$ cat src/hw/rtl/ntdt_ram.sv
// Generic simple dual-port RAM, one write port, one registered read port.
`timescale 1ns / 1ps

module ntdt_ram #(
    parameter int WIDTH = 8,
    parameter int DEPTH = 16
) (
    input  logic                     clk,
    input  logic                     we,
    input  logic [$clog2(DEPTH)-1:0] waddr,
    input  logic [WIDTH-1:0]         wdata,
    input  logic [$clog2(DEPTH)-1:0] raddr,
    output logic [WIDTH-1:0]         rdata
);

    logic [WIDTH-1:0] mem [DEPTH];
    logic [WIDTH-1:0] rdata_reg;

    always_ff @(posedge clk)
    begin
        if (we)
        begin
            mem[waddr] <= wdata;
        end
        rdata_reg <= mem[raddr];
    end

    assign rdata = rdata_reg;

endmodule

$ cat config.mk
export PLATFORM = sky130hd
export DESIGN_NAME = ntdt_ram
export DESIGN_NICKNAME = d
export VERILOG_FILES = /design/src/hw/rtl/ntdt_ram.sv
export SDC_FILE = /design/constraint.sdc
export NUM_CORES = 1
export LEC_CHECK = 0
export ABC_AREA = 1
export BUFFER_PORTS_ARGS = -buffer_cell sky130_fd_sc_hd__clkbuf_2
export CORE_ASPECT_RATIO = 0.7
export CORE_MARGIN = 3
export CORE_UTILIZATION = 50
export DETAILED_ROUTE_END_ITERATION = 16
export PLACE_DENSITY = 0.67
export SYNTH_ARGS = -nofsm -noshare
export SYNTH_HDL_FRONTEND = slang
export SYNTH_SLANG_ARGS = --single-unit
$ cat constraint.sdc
create_clock -name clk -period 2 [get_ports clk]
set_input_delay 0.2 -clock clk [delete_from_list [all_inputs] [get_ports clk]]
set_output_delay 0.2 -clock clk [all_outputs]
set_load 0.1 [all_outputs]
Word level (Yosys, flattened, before mapping). Memories as Yosys holds them, arrays and structs flattened. A register that Yosys moved wholly into a read port is not among the register bits. Index checks and enable logic that the tools add are counted. Widths: inputs -> output; s select.

Bits in registers: 0. Memories kept: 1. Output and inout bits: 8. Word-level logic and storage cells: 3. Input bits: 18. RAM bits: 128.

Memory list: mem (depth 16, width 8, read ports 1, clocked after Yosys merged registers in 1, write ports 1, RTL line 16) `logic [WIDTH-1:0] mem [DEPTH];`.

Mux-type cells: 2.

Operator list (count): $mux 1 (2).

Logic depth before layout (Yosys ltp). Gate-level depths: netlist (run 1).

Depth after elaboration: 2. Mapped depth: 8. Depth with buffers taken out: 7.

Least setup slack after synthesis (run 1). Ideal clock, no wire load.

Path kind: input to register. Start: input port waddr[2]. End: memory mem[10][0] (enable). Arrival time: 0.781 ns. Slack: 0.849 ns. Stages: 2. Cell sequence: nand3b_1 nor2_1.

RTL lines: start: declaration (RTL line 10) `input logic [$clog2(DEPTH)-1:0] waddr,`; end: declaration (RTL line 16).

Straight into the memory's write port.

Worst setup path after layout (run 1).
Start: register rdata_reg[6] (netlist: rdata[6]) (read register of mem). End: output port rdata[6].

RTL lines: start: declaration (RTL line 17) `logic [WIDTH-1:0] rdata_reg;`; end: declaration (RTL line 13) `output logic [WIDTH-1:0] rdata`.

No word-level cell between the ends.

==> impl_results.html, run 1 <==
<table>
<tr><th>Metric</th><th>Value</th></tr>
<tr><th colspan="2">Outcome</th></tr>
<tr><td>Outcome</td><td>completed</td></tr>
<tr><th colspan="2">Power</th></tr>
<tr><td>Switching power</td><td>1.536 mW</td></tr>
<tr><td>Internal Pwr Total</td><td>5.230 mW</td></tr>
<tr><td>Lkg Pwr</td><td>2.901 nW</td></tr>
<tr><td>Clk pwr share</td><td>44.9%</td></tr>
<tr><td>Peak supply drop</td><td>0.6708 mV</td></tr>
<tr><td>Power density normalized to cell area</td><td>1019 nW/um^2</td></tr>
<tr><td>Reg power frac</td><td>47.5%</td></tr>
<tr><td>Share of total power consumed by net switching</td><td>22.70%</td></tr>
<tr><td>Combinational share of power</td><td>7.6%</td></tr>
<tr><th colspan="2">Worst setup path</th></tr>
<tr><td>Number of buffers and inverters on the critical path</td><td>1</td></tr>
<tr><td>CP max stage cell</td><td>sky130_fd_sc_hd__clkbuf_2</td></tr>
<tr><td>Destination of the worst register-to-register timing path</td><td>rdata[3]$_DFF_P_</td></tr>
<tr><td>Kind of cell with the highest combined delay on the critical path</td><td>buffers and inverters</td></tr>
<tr><td>Endpoint arrival time on the critical path</td><td>1320 ps</td></tr>
<tr><td>Kind of start point of the critical path</td><td>register</td></tr>
<tr><td>Reg-to-reg slack, setup</td><td>930 ps</td></tr>
<tr><td>Max incr delay on CP</td><td>490 ps</td></tr>
<tr><td>Setup CP Type</td><td>register to output port</td></tr>
<tr><td>Element type at the critical path end</td><td>output port</td></tr>
<tr><td>CP cell instances</td><td>clkbuf_2</td></tr>
<tr><td>Required @ worst endpoint</td><td>1800 ps</td></tr>
<tr><td>Maximum fanout count along the critical path</td><td>1</td></tr>
<tr><td>Reg2reg start</td><td>mem[13][3]$_DFFE_PP_</td></tr>
<tr><td>FF-to-FF path depth</td><td>6</td></tr>
<tr><th colspan="2">Place</th></tr>
<tr><td>Post-Place Setup Slack</td><td>494.2 ps</td></tr>
<tr><td>DP HPWL</td><td>8.354 mm</td></tr>
<tr><td>Placed standard-cell area</td><td>6067 um^2</td></tr>
<tr><td>Routability-driven placement congestion ratio</td><td>0.8584</td></tr>
<tr><td>Number of input and output port buffers inserted</td><td>25</td></tr>
<tr><td>Cells after DPL</td><td>725</td></tr>
<tr><th colspan="2">Cells and area</th></tr>
<tr><td>Multi-input combinational cell area</td><td>1214 um^2</td></tr>
<tr><td>Area delta synth-&gt;final</td><td>15.12%</td></tr>
<tr><td>Number of standard cells in the final layout excluding fillers</td><td>758</td></tr>
<tr><td>Post-layout util</td><td>59.64%</td></tr>
<tr><td>Max reg flops</td><td>128</td></tr>
<tr><td>Fill cells</td><td>962</td></tr>
<tr><td>Sequential standard cell area</td><td>4004 um^2</td></tr>
<tr><td>Post-route standard cell area excluding fillers</td><td>6639 um^2</td></tr>
<tr><td>Share of layout cells above drive strength 1</td><td>11.92%</td></tr>
<tr><td>Final Net Count</td><td>609</td></tr>
<tr><th colspan="2">Clock tree</th></tr>
<tr><td>CTS H-tree depth</td><td>4</td></tr>
<tr><td>CTS Sinks</td><td>136</td></tr>
<tr><td>Clock-pin slew of the registers on the worst-case setup and hold paths</td><td>60 ps</td></tr>
<tr><td>Number of CTS-inserted buffers</td><td>17</td></tr>
<tr><td>Post-cts repair resize count</td><td>0</td></tr>
<tr><td>Clock root buffer master</td><td>sky130_fd_sc_hd__clkbuf_16</td></tr>
<tr><td>Buffers inserted during post-CTS setup optimization</td><td>0</td></tr>
<tr><td>CTS hold repair buffers</td><td>0</td></tr>
<tr><td>Clock latency of the later-clocked register in the worst-skew pair</td><td>410 ps</td></tr>
<tr><td>Clock tree from TritonCTS</td><td>yes</td></tr>
<tr><td>Maximum buffer depth of the clock tree</td><td>2</td></tr>
<tr><th colspan="2">STA</th></tr>
<tr><td>Final setup margin</td><td>476.7 ps</td></tr>
<tr><td>Number of hold-slack violations in the final timing report</td><td>0</td></tr>
<tr><td>Final setup skew</td><td>9.181 ps</td></tr>
<tr><td>Tcrit/Tclk final</td><td>76.17%</td></tr>
<tr><td>Summed negative setup slack over all endpoints</td><td>0 ps</td></tr>
<tr><td>Endpoints failing setup</td><td>0</td></tr>
<tr><td>Clock period minus final worst setup slack</td><td>1523 ps</td></tr>
<tr><td>Highest clock rate</td><td>656.5 MHz</td></tr>
<tr><td>Actual slew at the worst max-slew pin</td><td>782.9 ps</td></tr>
<tr><td>Headroom to the max-slew limit</td><td>47.61%</td></tr>
<tr><td>Setup repair after global routing missed its margin</td><td>no</td></tr>
<tr><td>Pins Over Slew Limit</td><td>0</td></tr>
<tr><th colspan="2">Floorplan</th></tr>
<tr><td>Placeable core region</td><td>11130 um^2</td></tr>
<tr><td>Height of the die</td><td>95.85 um</td></tr>
<tr><td>Number of standard-cell rows in the floorplan</td><td>32</td></tr>
<tr><td>Initial Util</td><td>51.81%</td></tr>
<tr><td>Die boundary width</td><td>134.4 um</td></tr>
<tr><td>Boundary pin count</td><td>26</td></tr>
<tr><td>Die Area</td><td>12880 um^2</td></tr>
<tr><th colspan="2">Routing</th></tr>
<tr><td>DRT Wirelength</td><td>13.34 mm</td></tr>
<tr><td>Remaining number of nets flagged by the antenna check after routing</td><td>0</td></tr>
<tr><td>Total DRC errors in the routed layout</td><td>0</td></tr>
<tr><td>Routed via count</td><td>3866</td></tr>
<tr><td>Avg WL per Cell</td><td>17.60 um</td></tr>
<tr><td>Router iterations before antenna repair</td><td>5</td></tr>
<tr><td>Number of DRC markers in iteration 0</td><td>524</td></tr>
<tr><td>Via density</td><td>5.100</td></tr>
<tr><th colspan="2">Synth</th></tr>
<tr><td>Number of standard cells after synthesis</td><td>551</td></tr>
<tr><td>Cell area after synthesis</td><td>5767 um^2</td></tr>
<tr><td>Simple-gate share of the synthesized area</td><td>21.05%</td></tr>
<tr><td>Post-synth top area share</td><td>66.65%</td></tr>
<tr><td>Largest family of logic cells by synthesized area</td><td>simple AND/OR/NAND/NOR gates</td></tr>
<tr><td>Compound-cell area share of the yosys netlist</td><td>0%</td></tr>
<tr><td>Netlist cell types</td><td>12</td></tr>
<tr><td>Adder-Cell Fraction of Synth Area</td><td>0%</td></tr>
<tr><td>Seq cells post-synth</td><td>136</td></tr>
<tr><td>Library cell with the largest summed area after synthesis</td><td>sky130_fd_sc_hd__edfxtp_1</td></tr>
<tr><td>Mux share of post-synthesis cell area</td><td>0%</td></tr>
<tr><td>Largest cells by area after synthesis</td><td>sky130_fd_sc_hd__edfxtp_1 (67%), sky130_fd_sc_hd__nand2_1 (11%), sky130_fd_sc_hd__nand3_1 (8.4%), sky130_fd_sc_hd__inv_1 (6.5%), sky130_fd_sc_hd__dfxtp_1 (2.8%)</td></tr>
<tr><td>Per-instance average area after synthesis</td><td>10.47 um^2</td></tr>
<tr><td>Total nets after synthesis</td><td>569</td></tr>
<tr><td>Share of the yosys chip area belonging to registers</td><td>69.43%</td></tr>
<tr><td>Area share of xor/xnor cells in the synthesized design</td><td>0%</td></tr>
<tr><td>Yosys warning total</td><td>0</td></tr>
<tr><th colspan="2">Flow run</th></tr>
<tr><td>Max-cap check violation count</td><td>0</td></tr>
<tr><th colspan="2">Hold path</th></tr>
<tr><td>Hold WC Path Type</td><td>input pin to register</td></tr>
<tr><td>Min-delay src</td><td>raddr[3]</td></tr>
<tr><td>Terminating pin of the worst hold path</td><td>rdata[1]$_DFF_P_</td></tr>
<tr><td>Count of cells along the worst hold path</td><td>3</td></tr>
<tr><th colspan="2">GRT</th></tr>
<tr><td>Overflow after GRT</td><td>0</td></tr>
<tr><td>Gr usage total</td><td>22.33%</td></tr>
<tr><td>Antenna violations before repair</td><td>0</td></tr>
<tr><td>First-pass GRT wire length</td><td>20.77 mm</td></tr>
<tr><td>Largest net degree at the start of global routing</td><td>44</td></tr>
<tr><td>Vias in the first global route</td><td>3704</td></tr>
</table>
-- layer usage --
layer  GRT usage [%]  vias up  wire length, um
li1                -     1858                -
met1           33.54     1837             6472
met2           31.77      158             5708
met3           6.061       13             1034
met4           7.119        0              127
met5               0        -                0
-- power by group through the flow --
stage / clock, mW / sequential (mW) / combinational (mW)
floorplan: 0 / 3.40 / 0.225
global placement: 0 / 3.27 / 0.506
detailed placement: 0 / 3.27 / 0.513
CTS: 3.05 / 3.21 / 0.516
global route: 3.20 / 3.22 / 0.561
finish: 3.04 / 3.21 / 0.517
-- cell usage after synthesis --
cell	instances
sky130_fd_sc_hd__buf_4	4
sky130_fd_sc_hd__buf_2	13
sky130_fd_sc_hd__buf_6	6
sky130_fd_sc_hd__inv_2	2
sky130_fd_sc_hd__edfxtp_1	128
sky130_fd_sc_hd__dfxtp_1	8
sky130_fd_sc_hd__nand2_1	173
sky130_fd_sc_hd__nor2_1	17
sky130_fd_sc_hd__inv_1	100
sky130_fd_sc_hd__buf_1	1
sky130_fd_sc_hd__nand3_1	97
sky130_fd_sc_hd__nand3b_1	2
-- through the flow --
| stage | hold WS [ps] | power [mW] |
|---|---|---|
| after floorplan | 298.9 | 3.621 |
| after global placement | 622.5 | 3.775 |
| after detailed placement | 616.3 | 3.783 |
| after CTS | 187.3 | 6.774 |
| after global routing | 208.5 | 6.975 |
| final | 204.7 | 6.766 |
-- logic make-up after synthesis --
logic type,Yosys count
buf+inv,126
simple gates,289
flops,136
-- area by class of cell --
type	instances	share of cell area [%]
inverter	102	5.767
clock buffer	20	6.577
timing repair buffer	45	4.146
antenna	1	0.03769
sequential	136	60.31
tap	153	2.884
multi-input combinational	289	18.28
clock inverter	12	1.998
-- cell usage in the layout (no fill, tap or decap) --
cell type,count
sky130_fd_sc_hd__clkbuf_2,25
sky130_fd_sc_hd__clkinvlp_4,1
sky130_fd_sc_hd__bufinv_16,3
sky130_fd_sc_hd__clkbuf_16,17
sky130_fd_sc_hd__nand2_1,173
sky130_fd_sc_hd__clkinv_1,4
sky130_fd_sc_hd__clkbuf_1,3
sky130_fd_sc_hd__nand3_1,97
sky130_fd_sc_hd__buf_4,20
sky130_fd_sc_hd__inv_1,100
sky130_fd_sc_hd__inv_2,2
sky130_fd_sc_hd__dfxtp_1,8
sky130_fd_sc_hd__nor2_1,17
sky130_fd_sc_hd__nand3b_1,2
sky130_fd_sc_hd__edfxtp_1,128
sky130_fd_sc_hd__diode_2,1
sky130_fd_sc_hd__clkinv_2,4
-- worst reg2reg max path: stages (launching register included) --
cell	delay, ps
sky130_fd_sc_hd__edfxtp_1	350
sky130_fd_sc_hd__inv_1	70
sky130_fd_sc_hd__nand2_1	50
sky130_fd_sc_hd__nand3_1	180
sky130_fd_sc_hd__nand3_1	100
sky130_fd_sc_hd__nand3_1	130
sky130_fd_sc_hd__nand2_1	80
-- worst max-delay path by stage --
| stage | startpoint | endpoint | depth (start not counted) |
|---|---|---|---|
| after global placement | raddr[1] | rdata[3]$_DFF_P_ | 6 |
| final | rdata[6]$_DFF_P_ | rdata[6] | 1 |
| after floorplan | waddr[2] | mem[10][0]$_DFFE_PP_ | 2 |
| after global routing | rdata[6]$_DFF_P_ | rdata[6] | 1 |
| after CTS | rdata[6]$_DFF_P_ | rdata[6] | 1 |
| after detailed placement | waddr[1] | mem[13][6]$_DFFE_PP_ | 4 |
(Power assumes the default switching activity.)
==> run 2: changes to the inputs <==
Clock period 2 ns to 1.5 ns, I/O delays scaled along.
==> run 2 against run 1 <==
Cell count up 0.40%. Core utilization increased by 0.98 points. Design area up 1.6%. Die area unchanged. Combinational power grew 36%. Register-to-register slack got worse by 440 ps. Non-clock buffer count rose by 4. Clock skew is 2.9 ps lower. Setup slack got worse by 420 ps. Critical path type unchanged. Largest power group unchanged.
==> impl_results.html, run 2 (synthesized netlist as in run 1, its figures left out) <==
<table>
<tr><th>Metric</th><th>Value</th></tr>
<tr><th colspan="2">Outcome</th></tr>
<tr><td>Outcome</td><td>completed</td></tr>
<tr><th colspan="2">Worst setup path</th></tr>
<tr><td>CP max stage cell</td><td>sky130_fd_sc_hd__clkbuf_2</td></tr>
<tr><td>Number of buffers and inverters on the critical path</td><td>1</td></tr>
<tr><td>Kind of cell with the highest combined delay on the critical path</td><td>buffers and inverters</td></tr>
<tr><td>Element type at the critical path end</td><td>output port</td></tr>
<tr><td>Max incr delay on CP</td><td>490 ps</td></tr>
<tr><td>Required @ worst endpoint</td><td>1350 ps</td></tr>
<tr><td>Reg2reg start</td><td>mem[2][6]$_DFFE_PP_</td></tr>
<tr><td>CP cell instances</td><td>clkbuf_2</td></tr>
<tr><td>FF-to-FF path depth</td><td>6</td></tr>
<tr><td>Maximum fanout count along the critical path</td><td>1</td></tr>
<tr><td>Reg-to-reg slack, setup</td><td>490 ps</td></tr>
<tr><td>Destination of the worst register-to-register timing path</td><td>rdata[6]$_DFF_P_</td></tr>
<tr><td>Endpoint arrival time on the critical path</td><td>1290 ps</td></tr>
<tr><td>Setup CP Type</td><td>register to output port</td></tr>
<tr><td>Kind of start point of the critical path</td><td>register</td></tr>
<tr><th colspan="2">GRT</th></tr>
<tr><td>First-pass GRT wire length</td><td>20.67 mm</td></tr>
<tr><td>Antenna violations before repair</td><td>0</td></tr>
<tr><td>Gr usage total</td><td>22.09%</td></tr>
<tr><td>Vias in the first global route</td><td>3849</td></tr>
<tr><td>Largest net degree at the start of global routing</td><td>65</td></tr>
<tr><td>Overflow after GRT</td><td>0</td></tr>
<tr><th colspan="2">Clock tree</th></tr>
<tr><td>Clock root buffer master</td><td>sky130_fd_sc_hd__clkbuf_16</td></tr>
<tr><td>Clock tree from TritonCTS</td><td>yes</td></tr>
<tr><td>Maximum buffer depth of the clock tree</td><td>2</td></tr>
<tr><td>Clock latency of the later-clocked register in the worst-skew pair</td><td>410 ps</td></tr>
<tr><td>Number of CTS-inserted buffers</td><td>17</td></tr>
<tr><td>Post-cts repair resize count</td><td>0</td></tr>
<tr><td>CTS hold repair buffers</td><td>0</td></tr>
<tr><td>CTS H-tree depth</td><td>4</td></tr>
<tr><td>Buffers inserted during post-CTS setup optimization</td><td>0</td></tr>
<tr><td>CTS Sinks</td><td>136</td></tr>
<tr><td>Clock-pin slew of the registers on the worst-case setup and hold paths</td><td>60 ps</td></tr>
<tr><th colspan="2">STA</th></tr>
<tr><td>Number of hold-slack violations in the final timing report</td><td>0</td></tr>
<tr><td>Headroom to the max-slew limit</td><td>63.59%</td></tr>
<tr><td>Summed negative setup slack over all endpoints</td><td>0 ps</td></tr>
<tr><td>Clock period minus final worst setup slack</td><td>1441 ps</td></tr>
<tr><td>Highest clock rate</td><td>694.1 MHz</td></tr>
<tr><td>Actual slew at the worst max-slew pin</td><td>548.5 ps</td></tr>
<tr><td>Setup repair after global routing missed its margin</td><td>no</td></tr>
<tr><td>Endpoints failing setup</td><td>0</td></tr>
<tr><td>Tcrit/Tclk final</td><td>96.04%</td></tr>
<tr><td>Pins Over Slew Limit</td><td>0</td></tr>
<tr><td>Final setup skew</td><td>6.318 ps</td></tr>
<tr><th colspan="2">Flow run</th></tr>
<tr><td>Max-cap check violation count</td><td>0</td></tr>
<tr><th colspan="2">Hold path</th></tr>
<tr><td>Hold WC Path Type</td><td>input pin to register</td></tr>
<tr><td>Count of cells along the worst hold path</td><td>1</td></tr>
<tr><td>Min-delay src</td><td>wdata[2]</td></tr>
<tr><td>Terminating pin of the worst hold path</td><td>mem[5][2]$_DFFE_PP_</td></tr>
<tr><th colspan="2">Cells and area</th></tr>
<tr><td>Antenna cell count</td><td>0</td></tr>
<tr><td>Number of standard cells in the final layout excluding fillers</td><td>761</td></tr>
<tr><td>Area delta synth-&gt;final</td><td>17.01%</td></tr>
<tr><td>Share of layout cells above drive strength 1</td><td>13.32%</td></tr>
<tr><td>Final Net Count</td><td>613</td></tr>
<tr><td>Most frequent standard cell in the layout excluding fill and tap cells</td><td>sky130_fd_sc_hd__nand2_1</td></tr>
<tr><td>Post-route standard cell area excluding fillers</td><td>6748 um^2</td></tr>
<tr><td>Commonest non-fill, non-tap cells in the layout</td><td>sky130_fd_sc_hd__nand2_1 (173), sky130_fd_sc_hd__edfxtp_1 (128), sky130_fd_sc_hd__inv_1 (100)</td></tr>
<tr><td>Max reg flops</td><td>128</td></tr>
<tr><th colspan="2">Routing</th></tr>
<tr><td>Remaining number of nets flagged by the antenna check after routing</td><td>0</td></tr>
<tr><td>Via density</td><td>5.079</td></tr>
<tr><td>Number of DRC markers in iteration 0</td><td>342</td></tr>
<tr><td>DRT Wirelength</td><td>12.81 mm</td></tr>
<tr><td>Router iterations before antenna repair</td><td>5</td></tr>
<tr><td>Routed via count</td><td>3865</td></tr>
<tr><td>Total DRC errors in the routed layout</td><td>0</td></tr>
<tr><td>Avg WL per Cell</td><td>16.83 um</td></tr>
<tr><th colspan="2">Floorplan</th></tr>
<tr><td>Die boundary width</td><td>134.4 um</td></tr>
<tr><td>Height of the die</td><td>95.85 um</td></tr>
<tr><td>Die Area</td><td>12880 um^2</td></tr>
<tr><td>Boundary pin count</td><td>26</td></tr>
<tr><td>Placeable core region</td><td>11130 um^2</td></tr>
<tr><td>Initial Util</td><td>51.81%</td></tr>
<tr><td>Number of standard-cell rows in the floorplan</td><td>32</td></tr>
<tr><th colspan="2">Power</th></tr>
<tr><td>Lkg Pwr</td><td>2.950 nW</td></tr>
<tr><td>Peak supply drop</td><td>0.9808 mV</td></tr>
<tr><td>Power density normalized to cell area</td><td>1351 nW/um^2</td></tr>
<tr><td>Overall power of the completed layout</td><td>9.113 mW</td></tr>
<tr><th colspan="2">Place</th></tr>
<tr><td>Routability-driven placement congestion ratio</td><td>0.8146</td></tr>
<tr><td>Cells after DPL</td><td>729</td></tr>
<tr><td>Placed standard-cell area</td><td>6160 um^2</td></tr>
<tr><td>DP HPWL</td><td>8.046 mm</td></tr>
<tr><td>Number of input and output port buffers inserted</td><td>25</td></tr>
</table>
run 2: power by group:
group	switching, mW	total, mW	internal (mW)
registers	0.0311	4.28	4.25
clock network	1.53	4.13	2.60
logic	0.533	0.702	0.170
run 2: worst max path at each step:
stage                      from              endpoint  slack, ps  cells past startpoint
2_1_floorplan          waddr[2]  mem[10][0]$_DFFE_PP_        400                      2
3_3_place_gp           raddr[0]      rdata[2]$_DFF_P_        260                      8
3_5_place_dp           raddr[0]      rdata[5]$_DFF_P_        220                      8
4_1_cts        rdata[1]$_DFF_P_              rdata[1]         40                      1
5_1_grt        rdata[1]$_DFF_P_              rdata[1]         20                      1
6_report       rdata[0]$_DFF_P_              rdata[0]         60                      1
run 2: layer usage:
metal / up-vias / GRT usage, % / part of all wire [%]
met5: - / 0 / 0
met4: 0 / 8.475 / 1.5
met1: 1818 / 30.61 / 45
li1: 1865 / - / -
met3: 19 / 6.583 / 9.4
met2: 163 / 33.32 / 44
run 2: through the flow:
stage | utilization, % | hold WS [ps] | setup slack, ps
finish | 60.62 | 171.0 | 59.37
detailed placement | 55.34 | 594.7 | 219.3
global route | 60.62 | 189.6 | 19.62
floorplan | - | 248.9 | 399.2
CTS | 60.62 | 162.5 | 41.76
global placement | 55.34 | 574.9 | 258.7
run 2: worst register-to-register path: stages (launching register included):
cell and delay, ps:
sky130_fd_sc_hd__edfxtp_1 380, sky130_fd_sc_hd__nand2_1 90, sky130_fd_sc_hd__nand2_1 50, sky130_fd_sc_hd__nand2_1 50
sky130_fd_sc_hd__nand3_1 130, sky130_fd_sc_hd__nand3_1 120, sky130_fd_sc_hd__nand2_1 80
run 2: area by class of cell:
type | count | area, um^2
fill | 944 | 4383
sequential | 136 | 4004
multi-input combinational | 289 | 1214
clock buffer | 19 | 432.9
inverter | 102 | 382.9
timing repair buffer | 49 | 367.9
tap | 153 | 191.4
clock inverter | 13 | 155.1
